--- src/rtl/prtt_pkg.sv ---
// Package for the pending request timeout tracker.
// Holds the shared types, codes and widths; no dependencies.
`timescale 1ns / 1ps

package prtt_pkg;

	localparam int DEF_TABLE_DEPTH = 16;

	localparam int OPCODE_W    = 3;
	localparam int ID_W        = 32;
	localparam int TIME_W      = 32;
	localparam int INTERVAL_W  = 16;
	localparam int THRESHOLD_W = 8;
	localparam int MISSED_W    = 8;
	localparam int PCOUNT_W    = 5;
	localparam int STATUS_W    = 2;
	localparam int CFG_IDX_W   = 1;
	localparam int CFG_DATA_W  = 16;

	localparam logic [INTERVAL_W-1:0]  RST_INTERVAL  = 16'd10;
	localparam logic [THRESHOLD_W-1:0] RST_THRESHOLD = 8'd3;
	localparam logic [MISSED_W-1:0]    MISSED_MAX    = 8'hFF;

	typedef enum logic [OPCODE_W-1:0] {
		OP_ADD    = 3'd0,
		OP_REMOVE = 3'd1,
		OP_CHECK  = 3'd2,
		OP_START  = 3'd3,
		OP_STOP   = 3'd4
	} prtt_op_t;

	typedef enum logic [STATUS_W-1:0] {
		ST_OK       = 2'd0,
		ST_DUP      = 2'd1,
		ST_NOTFOUND = 2'd2,
		ST_FULL     = 2'd3
	} prtt_status_t;

	typedef enum logic [CFG_IDX_W-1:0] {
		CFG_RESPONSE_INTERVAL = 1'b0,
		CFG_MISS_THRESHOLD    = 1'b1
	} prtt_cfg_t;

	typedef enum logic [2:0] {
		S_IDLE,
		S_PREP,
		S_SCAN,
		S_DRAIN,
		S_EXEC
	} prtt_state_t;

	// Commands from the controller to the datapath.
	typedef struct packed {
		logic load;
		logic prep;
		logic scan_clr;
		logic scan_en;
		logic exec;
	} prtt_cmd_t;

	// Status from the datapath to the controller.
	typedef struct packed {
		logic needs_scan;
		logic scan_last;
		logic out_free;
	} prtt_sts_t;

endpackage

--- src/rtl/prtt_if.sv ---
// Request and response channel interfaces of the timeout tracker.
// Depends on prtt_pkg for the field widths and the status type.
`timescale 1ns / 1ps

interface prtt_req_if import prtt_pkg::*; ();
	logic                valid;
	logic                ready;
	logic [OPCODE_W-1:0] opcode;
	logic [ID_W-1:0]     request_id;
	logic [TIME_W-1:0]   now_seconds;

	modport source (output valid, opcode, request_id, now_seconds, input ready);
	modport sink (input valid, opcode, request_id, now_seconds, output ready);
endinterface

interface prtt_rsp_if import prtt_pkg::*; ();
	logic                valid;
	logic                ready;
	prtt_status_t        status;
	logic                timeout_signal;
	logic [MISSED_W-1:0] missed_count;
	logic [PCOUNT_W-1:0] pending_count;

	modport source (output valid, status, timeout_signal, missed_count, pending_count,
		input ready);
	modport sink (input valid, status, timeout_signal, missed_count, pending_count,
		output ready);
endinterface

--- src/rtl/prtt_ctrl.sv ---
// Sequencing state machine of the timeout tracker.
// Depends on prtt_pkg; drives the datapath through prtt_cmd_t.
`timescale 1ns / 1ps

module prtt_ctrl import prtt_pkg::*; (
	input  logic      clk,
	input  logic      arst_n,
	input  logic      req_valid,
	output logic      req_ready,
	input  prtt_sts_t sts,
	output prtt_cmd_t cmd
);

	prtt_state_t state_q, state_nxt;

	always_ff @(posedge clk or negedge arst_n) begin
		if (!arst_n) begin
			state_q <= S_IDLE;
		end else begin
			state_q <= state_nxt;
		end
	end

	always_comb begin
		state_nxt = state_q;
		case (state_q)
			S_IDLE: begin
				if (req_valid) begin
					state_nxt = S_PREP;
				end
			end
			S_PREP: begin
				state_nxt = sts.needs_scan ? S_SCAN : S_EXEC;
			end
			S_SCAN: begin
				if (sts.scan_last) begin
					state_nxt = S_DRAIN;
				end
			end
			S_DRAIN: begin
				state_nxt = S_EXEC;
			end
			S_EXEC: begin
				if (sts.out_free) begin
					state_nxt = S_IDLE;
				end
			end
			default: begin
				state_nxt = S_IDLE;
			end
		endcase
	end

	always_comb begin
		req_ready    = 1'b0;
		cmd          = '0;
		case (state_q)
			S_IDLE: begin
				req_ready    = 1'b1;
				cmd.load     = req_valid;
				cmd.scan_clr = req_valid;
			end
			S_PREP: begin
				cmd.prep = 1'b1;
			end
			S_SCAN: begin
				cmd.scan_en = 1'b1;
			end
			S_DRAIN: begin
				cmd = '0;
			end
			S_EXEC: begin
				cmd.exec = sts.out_free;
			end
			default: begin
				cmd = '0;
			end
		endcase
	end

endmodule

--- src/rtl/prtt_dp.sv ---
// Datapath of the timeout tracker: id table, search, counters and result register.
// Depends on prtt_pkg and prtt_if; commanded by prtt_ctrl.
`timescale 1ns / 1ps

module prtt_dp import prtt_pkg::*; #(
	parameter int TABLE_DEPTH = DEF_TABLE_DEPTH
) (
	input  logic                  clk,
	input  logic                  arst_n,
	input  prtt_cmd_t             cmd,
	output prtt_sts_t             sts,
	input  logic [OPCODE_W-1:0]   req_opcode,
	input  logic [ID_W-1:0]       req_request_id,
	input  logic [TIME_W-1:0]     req_now_seconds,
	input  logic                  cfg_we,
	input  logic [CFG_IDX_W-1:0]  cfg_index,
	input  logic [CFG_DATA_W-1:0] cfg_wdata,
	prtt_rsp_if.source            rsp
);

	localparam int IDX_W = (TABLE_DEPTH > 1) ? $clog2(TABLE_DEPTH) : 1;
	localparam int CNT_W = $clog2(TABLE_DEPTH + 1);

	logic [ID_W-1:0] mem [TABLE_DEPTH];

	logic [OPCODE_W-1:0]    opcode_q;
	logic [ID_W-1:0]        id_q;
	logic [TIME_W-1:0]      now_q;
	logic [INTERVAL_W-1:0]  interval_q;
	logic [THRESHOLD_W-1:0] threshold_q;
	logic [TIME_W-1:0]      last_q;
	logic [MISSED_W-1:0]    missed_q;
	logic                   active_q;
	logic [TABLE_DEPTH-1:0] valid_q;
	logic [CNT_W-1:0]       cnt_q;
	logic                   due_q;

	logic [IDX_W-1:0]       rd_idx_q;
	logic [ID_W-1:0]        rd_data_s1;
	logic [IDX_W-1:0]       cmp_idx_s1;
	logic                   cmp_vld_s1;
	logic                   match_q;
	logic                   free_q;
	logic [IDX_W-1:0]       free_idx_q;
	logic [IDX_W-1:0]       match_idx_q;

	logic                   out_valid_q;
	prtt_status_t           out_status_q;
	logic                   out_timeout_q;
	logic [MISSED_W-1:0]    out_missed_q;
	logic [PCOUNT_W-1:0]    out_pcount_q;

	prtt_status_t           status_n;
	logic                   timeout_n;
	logic [TABLE_DEPTH-1:0] valid_n;
	logic [CNT_W-1:0]       cnt_n;
	logic [TIME_W-1:0]      last_n;
	logic [MISSED_W-1:0]    missed_n;
	logic [MISSED_W-1:0]    missed_inc;
	logic                   active_n;
	logic                   mem_we;

	assign sts.needs_scan = (opcode_q == OP_ADD) || (opcode_q == OP_REMOVE);
	assign sts.scan_last  = (rd_idx_q == IDX_W'(TABLE_DEPTH - 1));
	assign sts.out_free   = !out_valid_q || rsp.ready;

	assign rsp.valid          = out_valid_q;
	assign rsp.status         = out_status_q;
	assign rsp.timeout_signal = out_timeout_q;
	assign rsp.missed_count   = out_missed_q;
	assign rsp.pending_count  = out_pcount_q;

	// The miss count saturates rather than wrapping.
	assign missed_inc = missed_q + MISSED_W'(due_q && (missed_q != MISSED_MAX));

	always_comb begin
		status_n  = ST_OK;
		timeout_n = 1'b0;
		valid_n   = valid_q;
		cnt_n     = cnt_q;
		last_n    = last_q;
		missed_n  = missed_q;
		active_n  = active_q;
		mem_we    = 1'b0;
		case (prtt_op_t'(opcode_q))
			OP_ADD: begin
				if (match_q) begin
					status_n = ST_DUP;
				end else if (!free_q) begin
					status_n = ST_FULL;
				end else begin
					mem_we              = 1'b1;
					valid_n[free_idx_q] = 1'b1;
					cnt_n               = cnt_q + CNT_W'(1);
					if (cnt_q == '0) begin
						last_n = now_q;
					end
				end
			end
			OP_REMOVE: begin
				if (!match_q) begin
					status_n = ST_NOTFOUND;
				end else begin
					valid_n[match_idx_q] = 1'b0;
					cnt_n                = cnt_q - CNT_W'(1);
					if (cnt_q == CNT_W'(1)) begin
						last_n = now_q;
					end
				end
			end
			OP_CHECK: begin
				if (active_q) begin
					if (cnt_q == '0) begin
						missed_n = '0;
					end else begin
						missed_n = missed_inc;
						if (missed_inc >= threshold_q) begin
							valid_n   = '0;
							cnt_n     = '0;
							timeout_n = 1'b1;
							active_n  = 1'b0;
						end
					end
				end
			end
			OP_START: begin
				active_n = 1'b1;
				missed_n = '0;
				last_n   = now_q;
			end
			OP_STOP: begin
				valid_n  = '0;
				cnt_n    = '0;
				active_n = 1'b0;
			end
			default: begin
				status_n = ST_OK;
			end
		endcase
	end

	always_ff @(posedge clk) begin
		if (cmd.exec && mem_we) begin
			mem[free_idx_q] <= id_q;
		end
		if (cmd.scan_en) begin
			rd_data_s1 <= mem[rd_idx_q];
			cmp_idx_s1 <= rd_idx_q;
		end
		if (cmd.load) begin
			opcode_q <= req_opcode;
			id_q     <= req_request_id;
			now_q    <= req_now_seconds;
		end
		if (cmd.exec) begin
			out_status_q  <= status_n;
			out_timeout_q <= timeout_n;
			out_missed_q  <= missed_n;
			out_pcount_q  <= PCOUNT_W'(cnt_n);
		end
	end

	always_ff @(posedge clk or negedge arst_n) begin
		if (!arst_n) begin
			interval_q  <= RST_INTERVAL;
			threshold_q <= RST_THRESHOLD;
		end else if (cfg_we) begin
			case (prtt_cfg_t'(cfg_index))
				CFG_RESPONSE_INTERVAL: interval_q  <= cfg_wdata[INTERVAL_W-1:0];
				CFG_MISS_THRESHOLD:    threshold_q <= cfg_wdata[THRESHOLD_W-1:0];
				default:               interval_q  <= interval_q;
			endcase
		end
	end

	// The elapsed-time compare is registered ahead of the update step.
	always_ff @(posedge clk or negedge arst_n) begin
		if (!arst_n) begin
			due_q <= 1'b0;
		end else if (cmd.prep) begin
			due_q <= (now_q - last_q) >= TIME_W'(interval_q);
		end
	end

	always_ff @(posedge clk or negedge arst_n) begin
		if (!arst_n) begin
			rd_idx_q    <= '0;
			cmp_vld_s1  <= 1'b0;
			match_q     <= 1'b0;
			match_idx_q <= '0;
			free_q      <= 1'b0;
			free_idx_q  <= '0;
		end else begin
			cmp_vld_s1 <= cmd.scan_en;
			if (cmd.scan_clr) begin
				rd_idx_q <= '0;
				match_q  <= 1'b0;
				free_q   <= 1'b0;
			end else begin
				if (cmd.scan_en) begin
					rd_idx_q <= rd_idx_q + IDX_W'(1);
				end
				// One entry is compared per cycle, in the cycle after its read.
				if (cmp_vld_s1) begin
					if (valid_q[cmp_idx_s1]) begin
						if (!match_q && rd_data_s1 == id_q) begin
							match_q     <= 1'b1;
							match_idx_q <= cmp_idx_s1;
						end
					end else if (!free_q) begin
						free_q     <= 1'b1;
						free_idx_q <= cmp_idx_s1;
					end
				end
			end
		end
	end

	always_ff @(posedge clk or negedge arst_n) begin
		if (!arst_n) begin
			valid_q     <= '0;
			cnt_q       <= '0;
			last_q      <= '0;
			missed_q    <= '0;
			active_q    <= 1'b0;
			out_valid_q <= 1'b0;
		end else begin
			if (cmd.exec) begin
				valid_q     <= valid_n;
				cnt_q       <= cnt_n;
				last_q      <= last_n;
				missed_q    <= missed_n;
				active_q    <= active_n;
				out_valid_q <= 1'b1;
			end else if (rsp.ready) begin
				out_valid_q <= 1'b0;
			end
		end
	end

endmodule

--- src/rtl/pending_request_timeout_tracker_unit.sv ---
// Top level of the pending request timeout tracker.
// Depends on prtt_pkg, prtt_if, prtt_ctrl and prtt_dp.
//
// Channel  Role    Handshake        Carries
// req      sink    valid / ready    opcode, request_id, now_seconds
// rsp      source  valid / ready    status, timeout_signal, missed_count, pending_count
// cfg      sink    cfg_we only      cfg_index, cfg_wdata
//
// Add and remove go through the prep, scan, drain and exec steps; the scan is the
// id table search that reads one entry per cycle through one memory port.
// Check, start, stop and unused opcodes go from prep straight to the exec step.
// A request is taken in the cycle after the prior result was loaded into the result register.
// The result register holds while rsp.ready is low; a finished request then waits in its
// update step. Reset clears the set, the counters and rsp.valid and loads the cfg defaults.
`timescale 1ns / 1ps

module pending_request_timeout_tracker_unit import prtt_pkg::*; #(
	parameter int TABLE_DEPTH = DEF_TABLE_DEPTH
) (
	input  logic                  clk,
	input  logic                  arst_n,
	prtt_req_if.sink              req,
	prtt_rsp_if.source            rsp,
	input  logic                  cfg_we,
	input  logic [CFG_IDX_W-1:0]  cfg_index,
	input  logic [CFG_DATA_W-1:0] cfg_wdata
);

	prtt_cmd_t cmd;
	prtt_sts_t sts;
	logic      ready;

	assign req.ready = ready;

	prtt_ctrl u_ctrl (
		.clk       (clk),
		.arst_n    (arst_n),
		.req_valid (req.valid),
		.req_ready (ready),
		.sts       (sts),
		.cmd       (cmd)
	);

	prtt_dp #(
		.TABLE_DEPTH (TABLE_DEPTH)
	) u_dp (
		.clk             (clk),
		.arst_n          (arst_n),
		.cmd             (cmd),
		.sts             (sts),
		.req_opcode      (req.opcode),
		.req_request_id  (req.request_id),
		.req_now_seconds (req.now_seconds),
		.cfg_we          (cfg_we),
		.cfg_index       (cfg_index),
		.cfg_wdata       (cfg_wdata),
		.rsp             (rsp)
	);

	// Processing is one request at a time.
	a_busy_after_accept: assert property (@(posedge clk) disable iff (!arst_n)
		(req.valid && req.ready) |=> !req.ready)
		else $error("request taken while a previous one is still in work");

	// A timeout always empties the set and carries no error status.
	a_timeout_clears: assert property (@(posedge clk) disable iff (!arst_n)
		(rsp.valid && rsp.timeout_signal) |->
		(rsp.pending_count == '0 && rsp.status == ST_OK))
		else $error("timeout result with a non-empty set or an error status");

	// The count never passes the table depth.
	a_count_bound: assert property (@(posedge clk) disable iff (!arst_n)
		rsp.valid |-> (32'(rsp.pending_count) <= TABLE_DEPTH))
		else $error("pending count beyond the table depth");

	// A new result rises only while no request was being taken just before it.
	a_result_after_work: assert property (@(posedge clk) disable iff (!arst_n)
		$rose(rsp.valid) |-> $past(!req.ready))
		else $error("result appeared without a request in work");

endmodule
--- src/flat_wrapper.sv ---
// flat-port wrapper written by rule: the top's interface ports become plain ports
module pending_request_timeout_tracker_unit_flat import prtt_pkg::*;
#(
	parameter int TABLE_DEPTH = DEF_TABLE_DEPTH
)
  (clk, arst_n, cfg_we, cfg_index, cfg_wdata, req_valid, req_opcode, req_request_id, req_now_seconds, req_ready, rsp_valid, rsp_status, rsp_timeout_signal, rsp_missed_count, rsp_pending_count, rsp_ready);
  prtt_req_if req_i ();
  prtt_rsp_if rsp_i ();
  input  logic clk;
  input  logic arst_n;
  input  logic cfg_we;
  input  logic [CFG_IDX_W-1:0] cfg_index;
  input  logic [CFG_DATA_W-1:0] cfg_wdata;
  input wire logic [$bits(req_i.valid)-1:0] req_valid;
  input wire logic [$bits(req_i.opcode)-1:0] req_opcode;
  input wire logic [$bits(req_i.request_id)-1:0] req_request_id;
  input wire logic [$bits(req_i.now_seconds)-1:0] req_now_seconds;
  output wire logic [$bits(req_i.ready)-1:0] req_ready;
  output wire logic [$bits(rsp_i.valid)-1:0] rsp_valid;
  output wire logic [$bits(rsp_i.status)-1:0] rsp_status;
  output wire logic [$bits(rsp_i.timeout_signal)-1:0] rsp_timeout_signal;
  output wire logic [$bits(rsp_i.missed_count)-1:0] rsp_missed_count;
  output wire logic [$bits(rsp_i.pending_count)-1:0] rsp_pending_count;
  input wire logic [$bits(rsp_i.ready)-1:0] rsp_ready;
  assign req_i.valid = req_valid;
  assign req_i.opcode = req_opcode;
  assign req_i.request_id = req_request_id;
  assign req_i.now_seconds = req_now_seconds;
  assign req_ready = req_i.ready;
  assign rsp_valid = rsp_i.valid;
  assign rsp_status = rsp_i.status;
  assign rsp_timeout_signal = rsp_i.timeout_signal;
  assign rsp_missed_count = rsp_i.missed_count;
  assign rsp_pending_count = rsp_i.pending_count;
  assign rsp_i.ready = rsp_ready;
  pending_request_timeout_tracker_unit #(.TABLE_DEPTH(TABLE_DEPTH)) u_core (.clk(clk), .arst_n(arst_n), .req(req_i), .rsp(rsp_i), .cfg_we(cfg_we), .cfg_index(cfg_index), .cfg_wdata(cfg_wdata));
endmodule
--- config.mk ---
export PLATFORM = sky130hd
export DESIGN_NAME = pending_request_timeout_tracker_unit_flat
export DESIGN_NICKNAME = d
export VERILOG_FILES = /design/src/rtl/prtt_pkg.sv /design/src/rtl/prtt_if.sv /design/src/rtl/prtt_ctrl.sv /design/src/rtl/prtt_dp.sv /design/src/rtl/pending_request_timeout_tracker_unit.sv /design/src/flat_wrapper.sv
export SDC_FILE = /design/constraint.sdc
export NUM_CORES = 1
export LEC_CHECK = 0
export BUFFER_PORTS_ARGS = -buffer_cell sky130_fd_sc_hd__buf_2
export CORE_UTILIZATION = 50
export CTS_CLUSTER_DIAMETER = 30
export DETAILED_ROUTE_END_ITERATION = 7
export PLACE_DENSITY = 0.74
export SYNTH_ARGS = -nofsm -noshare
export SYNTH_HDL_FRONTEND = slang
export SYNTH_SLANG_ARGS = --single-unit
--- constraint.sdc ---
create_clock -name clk -period 4.6 [get_ports clk]
set_input_delay 0.69 -clock clk [delete_from_list [all_inputs] [get_ports clk]]
set_output_delay 0.69 -clock clk [all_outputs]
set_load 0.05 [all_outputs]
==> results_tabular.tex, run 1 <==
\begin{tabular}{lr}
\hline
Metric & Value \\
\hline
\multicolumn{2}{l}{\textbf{GRT}} \\
GRT met2 Usage & 0.3884 \\
Busiest grt layer & met2 \\
Antenna violations before repair & 1 \\
Fraction of met1 tracks used by global routing & 0.2840 \\
Via count of the first global-routing pass & 18790 \\
Met3 track utilization from global routing & 0.04593 \\
Final global-route overflow total & 0 \\
First-pass GRT wire length & 107800 um \\
Total GRT Usage & 0.2289 \\
Largest net degree at the start of global routing & 76 \\
\multicolumn{2}{l}{\textbf{Clock tree}} \\
H-tree Lvls & 4 \\
Total CTS buffers & 130 \\
Maximum count of clock buffers along a single path & 3 \\
Clk Latency, worst-skew pair & 710 ps \\
Post-CTS Setup Bufs & 0 \\
Sink count of the clock tree & 737 \\
Root buffer selected by CTS & sky130\_fd\_sc\_hd\_\_clkbuf\_16 \\
Clock transition time at the flip-flop clock pins of the worst setup and hold paths & 40 ps \\
Count of hold buffers inserted by post-cts repair & 0 \\
Post-cts gate resize count & 0 \\
TritonCTS clock tree & built \\
\multicolumn{2}{l}{\textbf{Critical path}} \\
Critical Path Start Type & flop \\
Crit path max fanout & 5 \\
Start-to-end type of the worst setup path & reg2reg \\
Element type at the critical path end & flop \\
Arrival time worst endpoint & 4570 ps \\
WP data required & 5170 ps \\
\multicolumn{2}{l}{\textbf{Routing}} \\
ANT nets after route & 0 \\
Number of DRC violations after detailed routing & 0 \\
Total number of vias & 18160 \\
Per-cell via count in the routed design & 5.965 \\
Final wirelength & 70320 um \\
Detail-routed net length per standard cell & 23.09 um \\
Router iterations before antenna repair & 6 \\
DRC violation total after the first TritonRoute iteration & 1643 \\
\multicolumn{2}{l}{\textbf{Timing}} \\
Min cycle time layout & 3999 ps \\
Max\_slew headroom & 0.3043 \\
Final Skew & 24.95 ps \\
Final slew viol count & 0 \\
Measured slew at the worst slew-check pin & 1042 ps \\
Number of hold violations in the final report & 0 \\
Post-route worst setup slack & 601.5 ps \\
Count of endpoints failing setup in the final report & 0 \\
Fraction of the cycle the final worst path needs & 0.8692 \\
Setup repair after global routing missed its margin & false \\
Setup\_tns & 0 ps \\
Achievable clock frequency & 0.2501 GHz \\
\multicolumn{2}{l}{\textbf{Yosys}} \\
Register area share after synthesis & 0.6994 \\
XOR/XNOR Fraction of Synth Area & 0.01758 \\
Post-synthesis cell count & 1973 \\
Most frequently used flop master after synthesis & sky130\_fd\_sc\_hd\_\_edfxtp\_1 \\
Post-Syn Area per Cell & 15.66 um2 \\
Adder-cell area share of the yosys netlist & 0.02536 \\
Post-synthesis instance area & 0.03089 mm2 \\
Net count after synthesis & 2124 \\
Asr flop ratio synth & 0.1438 \\
Post-synth EDFFs & 631 \\
Simple-gate area share of the yosys netlist & 0.04929 \\
Main combinational cell family by area after synthesis & multiplexers \\
Area fraction in compound gates after synthesis & 0.08611 \\
Synthesis warning total & 0 \\
Library cells used by synthesis & 80 \\
Share of cell area taken by muxes after synthesis & 0.1020 \\
Register bit total from synthesis & 737 \\
\multicolumn{2}{l}{\textbf{Placed design}} \\
GP Congestion & 0.8568 \\
Placed Cells & 2810 \\
\# port buffers & 106 \\
Post-Place Setup Slack & 647.8 ps \\
Final HPWL from detailed placement & 39820 um \\
\multicolumn{2}{l}{\textbf{Power}} \\
Reported leakage power & 13.22 nW \\
Sw Share & 0.2963 \\
Net switching power & 6.897 mW \\
Internal cell power & 16.38 mW \\
Proportion of power drawn by combinational gates & 0.207 \\
Part of the power in registers & 0.386 \\
Total power divided by cell area & 629.1 mW/mm2 \\
Power share of the clock group & 0.406 \\
Peak supply drop & 0.4272 mV \\
\multicolumn{2}{l}{\textbf{Floorplan}} \\
Die boundary height & 250.6 um \\
Row cnt & 90 \\
Top Ports & 107 \\
Core area & 0.06070 mm2 \\
Starting density of the core & 0.5089 \\
Full die area & 0.06278 mm2 \\
Die extent in x & 250.6 um \\
\multicolumn{2}{l}{\textbf{Finish}} \\
Fraction of layout instances using a drive strength above 1 & 0.2258 \\
Number of nets in the layout & 2311 \\
Total area of multi-input combinational cells & 0.008786 mm2 \\
Combined flip-flop and latch cell area & 0.02162 mm2 \\
Diodes inserted & 0 \\
Count of placed standard cells in the final layout, fillers left out & 3045 \\
Final-layout fill cell count & 4265 \\
Area added between synthesis and finish & 19.75\% \\
\multicolumn{2}{l}{\textbf{Flow run}} \\
\# Max-Cap Violations & 0 \\
\multicolumn{2}{l}{\textbf{Hold path}} \\
Hold Crit Class & in2async \\
\multicolumn{2}{l}{\textbf{Run status}} \\
Result of the run & finished clean \\
\hline
\end{tabular}
==> area by class of cell <==
type                            count  area share
Clock buffer                      158     0.09275
Clock inverter                     77     0.02564
Inverter                           74    0.007543
Multi-Input combinational cell   1077      0.2375
Sequential cell                   737      0.5844
Tap cell                          782     0.02645
Timing Repair Buffer              140     0.02571
==> through the flow <==
stage	instance area (um2)	total power [mW]	hold WS, ps	util
finish	36990	23.27	131.0	0.6094
global route	36990	24.29	118.4	0.6094
CTS	36990	23.41	102.9	0.6094
detailed placement	32610	13.87	477.6	0.5373
global placement	32610	13.72	468.8	0.5373
floorplan	30890	12.53	394.4	-
==> synthesized netlist by cell type (all sizes together) (5+ instances only) <==
cell    instances  area, um2
o21ai         140      704.4
xnor2          45      394.1
o21a            7      52.55
a31oi          13      102.6
a22oi          32      240.2
nand2         156      585.6
mux2           53      596.8
mux2i         100       1001
ha             61      763.2
buf            22      108.9
nand4          16      100.1
o21bai          5      37.54
o22a           16      140.1
nor4           12      75.07
nand3          21      115.1
and3            6      37.54
clkbuf         63      237.7
inv            74      277.8
mux4           69       1554
edfxtp        631      18950
xor2           17      148.9
o211ai          8      60.06
a211oi          5      42.54
nand2b         16      100.1
nor2           47      178.9
nor2b          12      75.07
nor3           18      105.1
a21o           16      122.6
a221oi         33      289.0
a21oi          85      432.9
a22o            8      70.07
dfrtp         102       2552
a41oi           5      43.79
==> critical path, cell delays in order (launching register included) <==
cell and delay (ps):
sky130_fd_sc_hd__edfxtp_1 380, sky130_fd_sc_hd__inv_1 70, sky130_fd_sc_hd__ha_1 160, sky130_fd_sc_hd__inv_1 60, sky130_fd_sc_hd__fa_1 400, sky130_fd_sc_hd__a21oi_1 200, sky130_fd_sc_hd__o21ai_1 170, sky130_fd_sc_hd__a211oi_2 440
sky130_fd_sc_hd__o21ai_0 130, sky130_fd_sc_hd__a21oi_1 180, sky130_fd_sc_hd__xnor2_1 90, sky130_fd_sc_hd__ha_1 190, sky130_fd_sc_hd__a21o_1 160, sky130_fd_sc_hd__a21o_1 170, sky130_fd_sc_hd__a32oi_1 150, sky130_fd_sc_hd__o2111a_1 220
sky130_fd_sc_hd__nand3_1 80, sky130_fd_sc_hd__nor2_1 100, sky130_fd_sc_hd__o2111ai_1 120, sky130_fd_sc_hd__nor4_1 260, sky130_fd_sc_hd__a21oi_1 130
==> metal layers <==
metal / up-vias / part of all wire
met5: - / 0
met4: 0 / 0.032
met3: 164 / 0.064
met2: 712 / 0.51
met1: 9182 / 0.40
li1: 8106 / -
==> logic make-up after synthesis <==
logic type	Yosys count
DFF	737
AOI/OAI and AO/OA	408
and+or+nand+nor	323
muxes	222
buffers and inverters	159
xor gates and xnor gates	62
adders and majority gates	62
==> sequential cells by signal (all words and copies together), names as in the netlist, 5 cells and up <==
name	cells
u_core.u_dp.rsp.pending_count	5
u_core.u_dp.valid_q	16
u_core.u_dp.mem	512
u_core.u_dp.rd_data_s1	32
u_core.u_dp.missed_q	8
u_core.u_dp.now_q	32
u_core.u_dp.cnt_q	5
u_core.u_dp.last_q	32
u_core.u_dp.rsp.missed_count	8
u_core.u_dp.id_q	32
u_core.u_dp.threshold_q	8
u_core.u_dp.interval_q	16
==> layout by cell type, fill, tap and decap left out, types with 17 or more instances in the layout <==
cell type                   Yosys  layout
sky130_fd_sc_hd__a21oi_1       83      83
sky130_fd_sc_hd__mux4_2        69      69
sky130_fd_sc_hd__xnor2_1       45      45
sky130_fd_sc_hd__xor2_1        17      17
sky130_fd_sc_hd__edfxtp_1     631     631
sky130_fd_sc_hd__nand2_1      156     156
sky130_fd_sc_hd__nand3_1       19      19
sky130_fd_sc_hd__a221oi_1      33      33
sky130_fd_sc_hd__inv_1         74      73
sky130_fd_sc_hd__a22oi_1       32      32
sky130_fd_sc_hd__clkbuf_16      0     132
sky130_fd_sc_hd__o21ai_0      135     135
sky130_fd_sc_hd__buf_2          6     105
sky130_fd_sc_hd__mux2_2        53      53
sky130_fd_sc_hd__dfrtp_1      102      99
sky130_fd_sc_hd__ha_1          61      61
sky130_fd_sc_hd__buf_4          1      22
sky130_fd_sc_hd__clkbuf_1      62      23
sky130_fd_sc_hd__nor2_1        46      34
sky130_fd_sc_hd__mux2i_1      100     100
==> power groups by stage <==
stage,registers [mW],clock network [mW],logic (mW)
after floorplan,8.88,0,3.64
after global placement,9.02,0,4.70
after detailed placement,9.09,0,4.78
after CTS,8.99,9.58,4.84
after global routing,9.08,9.89,5.33
final,8.99,9.46,4.82
==> final timing paths <==
check / startpoint / endpoint / cells past startpoint / slack [ps]
max in group asynchronous: arst_n / u_core.u_dp.rd_idx_q[3]$_DFFE_PN0P_ / 2 / 3390
min in group clk: req_request_id[19] / u_core.u_dp.id_q[19]$_DFFE_PP_ / 1 / 140
worst max-delay path: u_core.u_dp.now_q[0]$_DFFE_PP_ / u_core.u_dp.due_q$_DFFE_PN0N_ / 20 / 600
worst max register to register: u_core.u_dp.now_q[0]$_DFFE_PP_ / u_core.u_dp.due_q$_DFFE_PN0N_ / 20 / 600
worst min-delay path: arst_n / u_core.u_dp.last_q[2]$_DFFE_PN0P_ / 1 / 130
worst min register to register: u_core.u_dp.now_q[5]$_DFFE_PP_ / u_core.u_dp.last_q[5]$_DFFE_PN0P_ / 2 / 490
No activity file was read; power rests on OpenSTA's default activity.
==> run 2, diff against run 1 <==
- clock period: 4.6 -> 3.5 ns (I/O delays scaled with it)
==> run 2 against run 1 <==
Net effect: the run now ends with setup timing left; count of clock-buffer cells in the layout rose by 4; via count increased by 2.3%; die area did not move.
==> results_tabular.tex, run 2 (synthesized netlist as in run 1, its figures left out) <==
\begin{tabular}{lr}
\hline
Metric & Value \\
\hline
\multicolumn{2}{l}{\textbf{Run status}} \\
Result of the run & finished with violations (was finished clean) \\
Violated checks & setup timing \\
\multicolumn{2}{l}{\textbf{Power}} \\
Total power divided by cell area & 821.2 mW/mm2 (was 629.1 mW/mm2) \\
Reported leakage power & 13.81 nW (was 13.22 nW) \\
Post-layout power & 31.38 mW (was 23.27 mW) \\
Peak supply drop & 0.5702 mV (was 0.4272 mV) \\
\multicolumn{2}{l}{\textbf{Placed design}} \\
Post-Place Setup Slack & -140.6 ps (was 647.8 ps) \\
Final HPWL from detailed placement & 41590 um (was 39820 um) \\
Standard cell area after detailed placement & 0.03297 mm2 (was 0.03261 mm2) \\
\# port buffers & 106 (unchanged) \\
GP Congestion & 0.8820 (was 0.8568) \\
\multicolumn{2}{l}{\textbf{GRT}} \\
Via count of the first global-routing pass & 19590 (was 18790) \\
First-pass GRT wire length & 111400 um (was 107800 um) \\
Largest net degree at the start of global routing & 75 (was 76) \\
Final global-route overflow total & 0 (unchanged) \\
Antenna violations before repair & 0 (was 1) \\
Total GRT Usage & 0.2340 (was 0.2289) \\
\multicolumn{2}{l}{\textbf{Floorplan}} \\
Row cnt & 90 (unchanged) \\
Die boundary height & 250.6 um (unchanged) \\
Core area & 0.06070 mm2 (unchanged) \\
Starting density of the core & 0.5089 (unchanged) \\
Die extent in x & 250.6 um (unchanged) \\
Top Ports & 107 (unchanged) \\
Full die area & 0.06278 mm2 (unchanged) \\
\multicolumn{2}{l}{\textbf{Clock tree}} \\
Clk Latency, worst-skew pair & 700 ps (was 710 ps) \\
Root buffer selected by CTS & sky130\_fd\_sc\_hd\_\_clkbuf\_16 (unchanged) \\
Total CTS buffers & 132 (was 130) \\
Clock transition time at the flip-flop clock pins of the worst setup and hold paths & 50 ps (was 40 ps) \\
Sink count of the clock tree & 737 (unchanged) \\
Maximum count of clock buffers along a single path & 3 (unchanged) \\
H-tree Lvls & 4 (unchanged) \\
TritonCTS clock tree & built (unchanged) \\
\multicolumn{2}{l}{\textbf{Finish}} \\
Diodes inserted & 0 (unchanged) \\
Area of all placed cells without fillers & 0.03821 mm2 (was 0.03699 mm2) \\
Fraction of layout instances using a drive strength above 1 & 0.2451 (was 0.2258) \\
Register with the highest flop count & u\_core.u\_dp.mem (unchanged) \\
Commonest cells after routing, fill and taps aside & sky130\_fd\_sc\_hd\_\_edfxtp\_1, sky130\_fd\_sc\_hd\_\_nand2\_1, sky130\_fd\_sc\_hd\_\_clkbuf\_16, sky130\_fd\_sc\_hd\_\_o21ai\_0, sky130\_fd\_sc\_hd\_\_buf\_2 (was sky130\_fd\_sc\_hd\_\_edfxtp\_1, sky130\_fd\_sc\_hd\_\_nand2\_1, sky130\_fd\_sc\_hd\_\_o21ai\_0, sky130\_fd\_sc\_hd\_\_clkbuf\_16, sky130\_fd\_sc\_hd\_\_buf\_2) \\
Finished Core Util & 0.6295 (was 0.6094) \\
Most common cell after layout, fill and taps aside & sky130\_fd\_sc\_hd\_\_edfxtp\_1 (unchanged) \\
Number of nets in the layout & 2423 (was 2311) \\
Max FFs per register & 512 (unchanged) \\
Area added between synthesis and finish & 23.69\% (was 19.75\%) \\
\multicolumn{2}{l}{\textbf{Routing}} \\
Number of DRC violations after detailed routing & 0 (unchanged) \\
ANT nets after route & 0 (unchanged) \\
Per-cell via count in the routed design & 5.877 (was 5.965) \\
Detail-routed net length per standard cell & 22.81 um (was 23.09 um) \\
Final wirelength & 72110 um (was 70320 um) \\
Total number of vias & 18580 (was 18160) \\
Router iterations before antenna repair & 7 (was 6) \\
DRC violation total after the first TritonRoute iteration & 1584 (was 1643) \\
\multicolumn{2}{l}{\textbf{Critical path}} \\
Worst Setup SP & u\_core.u\_dp.now\_q[0]\$\_DFFE\_PP\_ (unchanged) \\
Start-to-end type of the worst setup path & reg2reg (unchanged) \\
Ordered list of cells on the worst path & inv\_1 -> ha\_1 -> inv\_1 -> fa\_2 -> a21oi\_4 -> o21ai\_2 -> a211oi\_2 -> buf\_4 -> a31oi\_1 -> xor2\_1 -> ha\_1 -> a21o\_1 -> a32oi\_1 -> o2111a\_1 -> nand3\_1 -> nor2\_2 -> o2111ai\_2 -> nor4\_2 -> a21oi\_1 (was inv\_1 -> ha\_1 -> inv\_1 -> fa\_1 -> a21oi\_1 -> o21ai\_1 -> a211oi\_2 -> o21ai\_0 -> a21oi\_1 -> xnor2\_1 -> ha\_1 -> a21o\_1 -> a21o\_1 -> a32oi\_1 -> o2111a\_1 -> nand3\_1 -> nor2\_1 -> o2111ai\_1 -> nor4\_1 -> a21oi\_1) \\
Crit path max fanout & 2 (was 5) \\
CP max stage delay & 380 ps (was 440 ps) \\
Reg2reg start & u\_core.u\_dp.now\_q[0]\$\_DFFE\_PP\_ (unchanged) \\
FF-to-FF setup slack & -20 ps (was 600 ps) \\
Arrival time worst endpoint & 4070 ps (was 4570 ps) \\
WP data required & 4060 ps (was 5170 ps) \\
Element type at the critical path end & flop (unchanged) \\
Slowest cell on crit path & sky130\_fd\_sc\_hd\_\_edfxtp\_1 (was sky130\_fd\_sc\_hd\_\_a211oi\_2) \\
Critical Path Start Type & flop (unchanged) \\
\multicolumn{2}{l}{\textbf{Timing}} \\
Max\_slew headroom & 0.3302 (was 0.3043) \\
Measured slew at the worst slew-check pin & 1005 ps (was 1042 ps) \\
Post-route worst setup slack & -15.28 ps (was 601.5 ps) \\
Min cycle time layout & 3515 ps (was 3999 ps) \\
Setup\_tns & -15.28 ps (was 0 ps) \\
Achievable clock frequency & 0.2845 GHz (was 0.2501 GHz) \\
Fraction of the cycle the final worst path needs & 1.004 (was 0.8692) \\
Final Skew & 31.58 ps (was 24.95 ps) \\
Setup repair after global routing missed its margin & true (was false) \\
Count of endpoints failing setup in the final report & 1 (was 0) \\
Final slew viol count & 0 (unchanged) \\
Number of hold violations in the final report & 0 (unchanged) \\
\multicolumn{2}{l}{\textbf{Hold path}} \\
Hold Crit Class & in2reg (was in2async) \\
Hold wc startpoint & req\_request\_id[13] \\
\multicolumn{2}{l}{\textbf{Flow run}} \\
\# Max-Cap Violations & 0 (unchanged) \\
\hline
\end{tabular}
-- run 2: area by class of cell --
type | instances | area, um2
repair buffers | 250 | 1956
inverters | 74 | 279.0
multi-input cells | 1077 | 8864
fillers | 4084 | 22490
well taps | 782 | 978.4
clock inverters | 79 | 945.9
clock buffers | 162 | 3571
flip-flops and latches | 737 | 21610
-- run 2: final timing paths --
path,to,cells after the start
max in group asynchronous,u_core.u_dp.valid_q[6]$_DFFE_PN0P_,3
hold reg to reg,u_core.u_dp.last_q[14]$_DFFE_PN0P_,2
hold / removal,u_core.u_dp.id_q[13]$_DFFE_PP_,1
setup / recovery,u_core.u_dp.due_q$_DFFE_PN0N_,19
setup reg to reg,u_core.u_dp.due_q$_DFFE_PN0N_,19
min in group asynchronous,u_core.u_dp.last_q[2]$_DFFE_PN0P_,2
-- run 2: repair_timing --
action,CTS,global route
hold buffers,60,0
hold endpoints to repair,60,0
gates resized for setup,4,12
cloned,0,1
pin swaps,5,8
endpoints found under the setup margin,1,23
buffers inserted,3,5
-- run 2: metrics by stage --
stage / instances / hold WS [ps]
2_1_floorplan: 1973 / 229.4
4_1_cts: 3155 / 9.077
5_1_grt: 3161 / 21.06
3_5_place_dp: 2851 / 476.5
3_3_place_gp: 2851 / 473.1
6_report: 3161 / 47.08
-- run 2: per-layer routing --
metal,GRT usage,wire (um),vias to the layer above
met4,0.08817,1975,0
li1,-,-,8317
met5,0,0,-
met2,0.4040,36860,683
met1,0.2933,29000,9435
met3,0.04365,4276,142
-- run 2: power breakdown --
group | leakage [nW] | switching [mW] | total [mW] | internal [mW]
sequential | 7.01 | 0.864 | 11.7 | 10.8
clock | 2.18 | 4.37 | 12.8 | 8.41
combinational | 4.63 | 3.97 | 6.89 | 2.92
-- run 2: critical path: cells and delay by family (launching register included) --
kind            cells  cell delay, ps
xor+xnor            1             160
buf+inv             3             280
fa+ha+maj           3             830
simple gates        3             340
compound gates      9            1400
flops               1             380
==> run 3, diff against run 2 <==
- ABC_AREA: unset -> 1
==> run 3 against run 2 <==
Net effect: the flow now finishes without violations; critical endpoint is now u_core.u_dp.valid_q[11]$_DFFE_PN0P_; final cell count rose by 29%; routed wire length rose by 17%; sequential power barely moved; largest cell class unchanged; maximum frequency rose by 7.2%; highest routed layer is now met5; critical path type unchanged; first-iteration DRC count rose by 63%.
==> results_tabular.tex, run 3 <==
\begin{tabular}{lr}
\hline
Metric & Value \\
\hline
\multicolumn{2}{l}{\textbf{Routing}} \\
Router iterations before antenna repair & 6 (was 7) \\
Number of DRC violations after detailed routing & 0 (unchanged) \\
ANT nets after route & 0 (unchanged) \\
Final wirelength & 84060 um (was 72110 um) \\
Highest routed metal layer & met5 (was met4) \\
Total number of vias & 23110 (was 18580) \\
Met3 wire length & 7269 um (was 4276 um) \\
DRC violation total after the first TritonRoute iteration & 2581 (was 1584) \\
Met2 WL post-DR & 41040 um (was 36860 um) \\
Detailed-routing wirelength on met1 & 33540 um (was 29000 um) \\
Per-cell via count in the routed design & 5.658 (was 5.877) \\
Detail-routed net length per standard cell & 20.58 um (was 22.81 um) \\
\multicolumn{2}{l}{\textbf{Finish}} \\
Register with the highest flop count & u\_core.u\_dp.mem (unchanged) \\
Max FFs per register & 512 (unchanged) \\
Area added between synthesis and finish & 21.37\% (was 23.69\%) \\
Commonest cells after routing, fill and taps aside & sky130\_fd\_sc\_hd\_\_edfxtp\_1, sky130\_fd\_sc\_hd\_\_nand2\_1, sky130\_fd\_sc\_hd\_\_inv\_1, sky130\_fd\_sc\_hd\_\_nor2\_1, sky130\_fd\_sc\_hd\_\_o21ai\_0 (was sky130\_fd\_sc\_hd\_\_edfxtp\_1, sky130\_fd\_sc\_hd\_\_nand2\_1, sky130\_fd\_sc\_hd\_\_clkbuf\_16, sky130\_fd\_sc\_hd\_\_o21ai\_0, sky130\_fd\_sc\_hd\_\_buf\_2) \\
Most common cell after layout, fill and taps aside & sky130\_fd\_sc\_hd\_\_edfxtp\_1 (unchanged) \\
Final-layout fill cell count & 4894 (was 4084) \\
Area of all placed cells without fillers & 0.03935 mm2 (was 0.03821 mm2) \\
Fraction of layout instances using a drive strength above 1 & 0.1637 (was 0.2451) \\
Number of nets in the layout & 3279 (was 2423) \\
Diodes inserted & 0 (unchanged) \\
\multicolumn{2}{l}{\textbf{Placed design}} \\
Final HPWL from detailed placement & 47580 um (was 41590 um) \\
\# port buffers & 106 (unchanged) \\
Post-Place Setup Slack & 217.5 ps (was -140.6 ps) \\
GP Congestion & 0.9184 (was 0.8820) \\
Standard cell area after detailed placement & 0.03410 mm2 (was 0.03297 mm2) \\
\multicolumn{2}{l}{\textbf{GRT}} \\
Final global-route overflow total & 0 (unchanged) \\
Largest net degree at the start of global routing & 203 (was 75) \\
Antenna violations before repair & 1 (was 0) \\
Total GRT Usage & 0.2566 (was 0.2340) \\
First-pass GRT wire length & 129700 um (was 111400 um) \\
Via count of the first global-routing pass & 22870 (was 19590) \\
\multicolumn{2}{l}{\textbf{Timing}} \\
Max\_slew headroom & 0.1949 (was 0.3302) \\
Fraction of the cycle the final worst path needs & 0.9372 (was 1.004) \\
Post-route worst setup slack & 219.7 ps (was -15.28 ps) \\
Setup\_tns & 0 ps (was -15.28 ps) \\
Measured slew at the worst slew-check pin & 1208 ps (was 1005 ps) \\
Final slew viol count & 0 (unchanged) \\
Count of endpoints failing setup in the final report & 0 (was 1) \\
Min cycle time layout & 3280 ps (was 3515 ps) \\
Number of hold violations in the final report & 0 (unchanged) \\
Achievable clock frequency & 0.3048 GHz (was 0.2845 GHz) \\
Final Skew & 39.32 ps (was 31.58 ps) \\
\multicolumn{2}{l}{\textbf{Yosys}} \\
Asr flop ratio synth & 0.1438 (unchanged) \\
Register area share after synthesis & 0.6663 (was 0.6994) \\
Ranking of synthesized cells by instance count & sky130\_fd\_sc\_hd\_\_edfxtp\_1, sky130\_fd\_sc\_hd\_\_nand2\_1, sky130\_fd\_sc\_hd\_\_inv\_1 (was sky130\_fd\_sc\_hd\_\_edfxtp\_1, sky130\_fd\_sc\_hd\_\_nand2\_1, sky130\_fd\_sc\_hd\_\_o21ai\_0) \\
Most frequently used flop master after synthesis & sky130\_fd\_sc\_hd\_\_edfxtp\_1 (unchanged) \\
Post-Syn Area per Cell & 11.22 um2 (was 15.66 um2) \\
Post-synth EDFFs & 631 (unchanged) \\
Area share of the largest cell type after synthesis & 0.5844 (was 0.6134) \\
Most frequent cell after synthesis & sky130\_fd\_sc\_hd\_\_edfxtp\_1 (unchanged) \\
Post-synthesis instance area & 0.03242 mm2 (was 0.03089 mm2) \\
Synth area leaders & sky130\_fd\_sc\_hd\_\_edfxtp\_1, sky130\_fd\_sc\_hd\_\_dfrtp\_1, sky130\_fd\_sc\_hd\_\_nand2\_1, sky130\_fd\_sc\_hd\_\_o21ai\_0, sky130\_fd\_sc\_hd\_\_inv\_1 (was sky130\_fd\_sc\_hd\_\_edfxtp\_1, sky130\_fd\_sc\_hd\_\_dfrtp\_1, sky130\_fd\_sc\_hd\_\_mux4\_2, sky130\_fd\_sc\_hd\_\_mux2i\_1, sky130\_fd\_sc\_hd\_\_ha\_1) \\
Post-synthesis cell count & 2890 (was 1973) \\
Synthesis warning total & 0 (unchanged) \\
Library cells used by synthesis & 54 (was 80) \\
Cell type contributing the most total cell area after synthesis & sky130\_fd\_sc\_hd\_\_edfxtp\_1 (unchanged) \\
Register bit total from synthesis & 737 (unchanged) \\
Net count after synthesis & 3041 (was 2124) \\
\multicolumn{2}{l}{\textbf{Clock tree}} \\
Total CTS buffers & 134 (was 132) \\
Root buffer selected by CTS & sky130\_fd\_sc\_hd\_\_clkbuf\_16 (unchanged) \\
Clk Latency, worst-skew pair & 720 ps (was 700 ps) \\
Maximum count of clock buffers along a single path & 3 (unchanged) \\
TritonCTS clock tree & built (unchanged) \\
H-tree Lvls & 4 (unchanged) \\
Clock transition time at the flip-flop clock pins of the worst setup and hold paths & 50 ps (about the same) \\
Sink count of the clock tree & 737 (unchanged) \\
\multicolumn{2}{l}{\textbf{Run status}} \\
Result of the run & finished clean (was finished with violations) \\
\multicolumn{2}{l}{\textbf{Critical path}} \\
Element type at the critical path end & flop (unchanged) \\
FF-to-FF setup slack & 220 ps (was -20 ps) \\
Arrival time worst endpoint & 3890 ps (was 4070 ps) \\
Critical Path Start Type & flop (unchanged) \\
Start-to-end type of the worst setup path & reg2reg (unchanged) \\
R2r worst-path depth & 21 (was 19) \\
Crit path max fanout & 6 (was 2) \\
WP data required & 4110 ps (was 4060 ps) \\
\multicolumn{2}{l}{\textbf{Hold path}} \\
Hold path depth & 1 (unchanged) \\
Hold Crit Class & in2reg (unchanged) \\
\multicolumn{2}{l}{\textbf{Power}} \\
Power share of the clock group & 0.402 (was 0.407) \\
Proportion of power drawn by combinational gates & 0.239 (was 0.220) \\
Total power divided by cell area & 817.0 mW/mm2 (was 821.2 mW/mm2) \\
Internal cell power & 21.81 mW (was 22.17 mW) \\
Net switching power & 10.34 mW (was 9.207 mW) \\
Reported leakage power & 15.46 nW (was 13.81 nW) \\
Sw Share & 0.3216 (was 0.2934) \\
Part of the power in registers & 0.359 (was 0.373) \\
Peak supply drop & 0.5051 mV (was 0.5702 mV) \\
Post-layout power & 32.15 mW (was 31.38 mW) \\
\multicolumn{2}{l}{\textbf{Floorplan}} \\
Row cnt & 92 (was 90) \\
Core area & 0.06354 mm2 (was 0.06070 mm2) \\
Full die area & 0.06587 mm2 (was 0.06278 mm2) \\
Die boundary height & 256.7 um (was 250.6 um) \\
Starting density of the core & 0.5103 (was 0.5089) \\
Die extent in x & 256.7 um (was 250.6 um) \\
Top Ports & 107 (unchanged) \\
\multicolumn{2}{l}{\textbf{Flow run}} \\
\# Max-Cap Violations & 0 (unchanged) \\
\hline
\end{tabular}
==> run 3: cell count changes after synthesis, moves of 46 or more <==
cell | previous run | this run
sky130_fd_sc_hd__nand2_1 | 156 | 587
sky130_fd_sc_hd__inv_1 | 74 | 272
sky130_fd_sc_hd__nor2_1 | 46 | 238
sky130_fd_sc_hd__mux2i_1 | 100 | 0
sky130_fd_sc_hd__nand3_1 | 19 | 106
sky130_fd_sc_hd__o21ai_0 | 135 | 207
sky130_fd_sc_hd__mux4_2 | 69 | 0
sky130_fd_sc_hd__a21oi_1 | 83 | 138
sky130_fd_sc_hd__mux2_2 | 53 | 0
sky130_fd_sc_hd__o22ai_1 | 1 | 47
==> run 3: through the flow <==
stage | hold slack [ps] | std cells | utilization
finish | 26.87 | 4084 | 0.6193
global route | 9.605 | 4084 | 0.6193
CTS | 4.282 | 4078 | 0.6173
detailed placement | 479.2 | 3776 | 0.5366
global placement | 466.7 | 3776 | 0.5366
floorplan | 229.4 | 2890 | -
==> run 3: worst paths after layout <==
check / startpoint / endpoint
max: u_core.u_dp.missed_q[3]$_DFFE_PN0P_ / u_core.u_dp.valid_q[11]$_DFFE_PN0P_
min: req_request_id[25] / u_core.u_dp.id_q[25]$_DFFE_PP_
max reg2reg: u_core.u_dp.missed_q[3]$_DFFE_PN0P_ / u_core.u_dp.valid_q[11]$_DFFE_PN0P_
min reg2reg: u_core.u_dp.threshold_q[5]$_DFFE_PN0P_ / u_core.u_dp.threshold_q[5]$_DFFE_PN0P_
max in group asynchronous: arst_n / u_core.u_dp.rd_idx_q[0]$_DFFE_PN0P_
min in group asynchronous: arst_n / u_core.u_dp.missed_q[3]$_DFFE_PN0P_
==> run 3: critical path, stage by stage (launching register included) <==
cell	delay, ps
sky130_fd_sc_hd__dfrtp_1	360
sky130_fd_sc_hd__nand2_2	110
sky130_fd_sc_hd__nor3_4	200
sky130_fd_sc_hd__a41oi_1	130
sky130_fd_sc_hd__ha_2	210
sky130_fd_sc_hd__ha_1	210
sky130_fd_sc_hd__nand2_1	120
sky130_fd_sc_hd__nor2_2	60
sky130_fd_sc_hd__nand2_1	100
sky130_fd_sc_hd__xor2_2	170
sky130_fd_sc_hd__inv_1	60
sky130_fd_sc_hd__ha_1	290
sky130_fd_sc_hd__inv_1	80
sky130_fd_sc_hd__nor3_1	50
sky130_fd_sc_hd__a211oi_1	270
sky130_fd_sc_hd__nand2_2	130
sky130_fd_sc_hd__nand2_1	90
sky130_fd_sc_hd__nand2_1	90
sky130_fd_sc_hd__nand3_4	170
sky130_fd_sc_hd__clkbuf_16	190
sky130_fd_sc_hd__nand2_2	50
sky130_fd_sc_hd__o21ai_2	60
==> run 3: cell families after synthesis <==
| kind of cell | synth area share |
|---|---|
| adders and majority gates | 0.02416 |
| xor gates and xnor gates | 0.009724 |
| buffers and inverters | 0.05040 |
| muxes | 0.0004629 |
| and+or+nand+nor | 0.1416 |
| AOI/OAI and AO/OA | 0.1073 |
| DFF | 0.6663 |
==> run 3: cell type report <==
| type | instances | area [um2] | share of cell area |
|---|---|---|---|
| tap | 846 | 1059 | 0.02690 |
| inverter | 284 | 1076 | 0.02734 |
| multi-input combinational | 1751 | 9341 | 0.2374 |
| timing repair buffer | 220 | 1698 | 0.04315 |
| clock buffer | 164 | 3645 | 0.09262 |
| clock inverter | 82 | 920.9 | 0.02340 |
| sequential | 737 | 21610 | 0.5492 |
==> run 3: routing by layer <==
metal / GRT usage / vias up
met3: 0.04725 / 175
met5: 0 / -
met2: 0.4256 / 1181
met4: 0.09392 / 2
met1: 0.3371 / 11100
li1: - / 10650
==> run 3: timing repair <==
item,CTS,global route
setup buffers,0,2
hold buffers,56,0
endpoints found under the setup margin,0,26
resized for setup,0,8
hold endpoints to repair,157,0
==> run 3: power by group through the flow <==
stage	clock network, mW	registers, mW	logic, mW
after floorplan	0	11.7	5.23
after global placement	0	11.7	7.31
after detailed placement	0	11.7	7.49
after CTS	13.0	11.5	7.61
after global routing	13.5	11.6	8.60
final	12.9	11.6	7.67
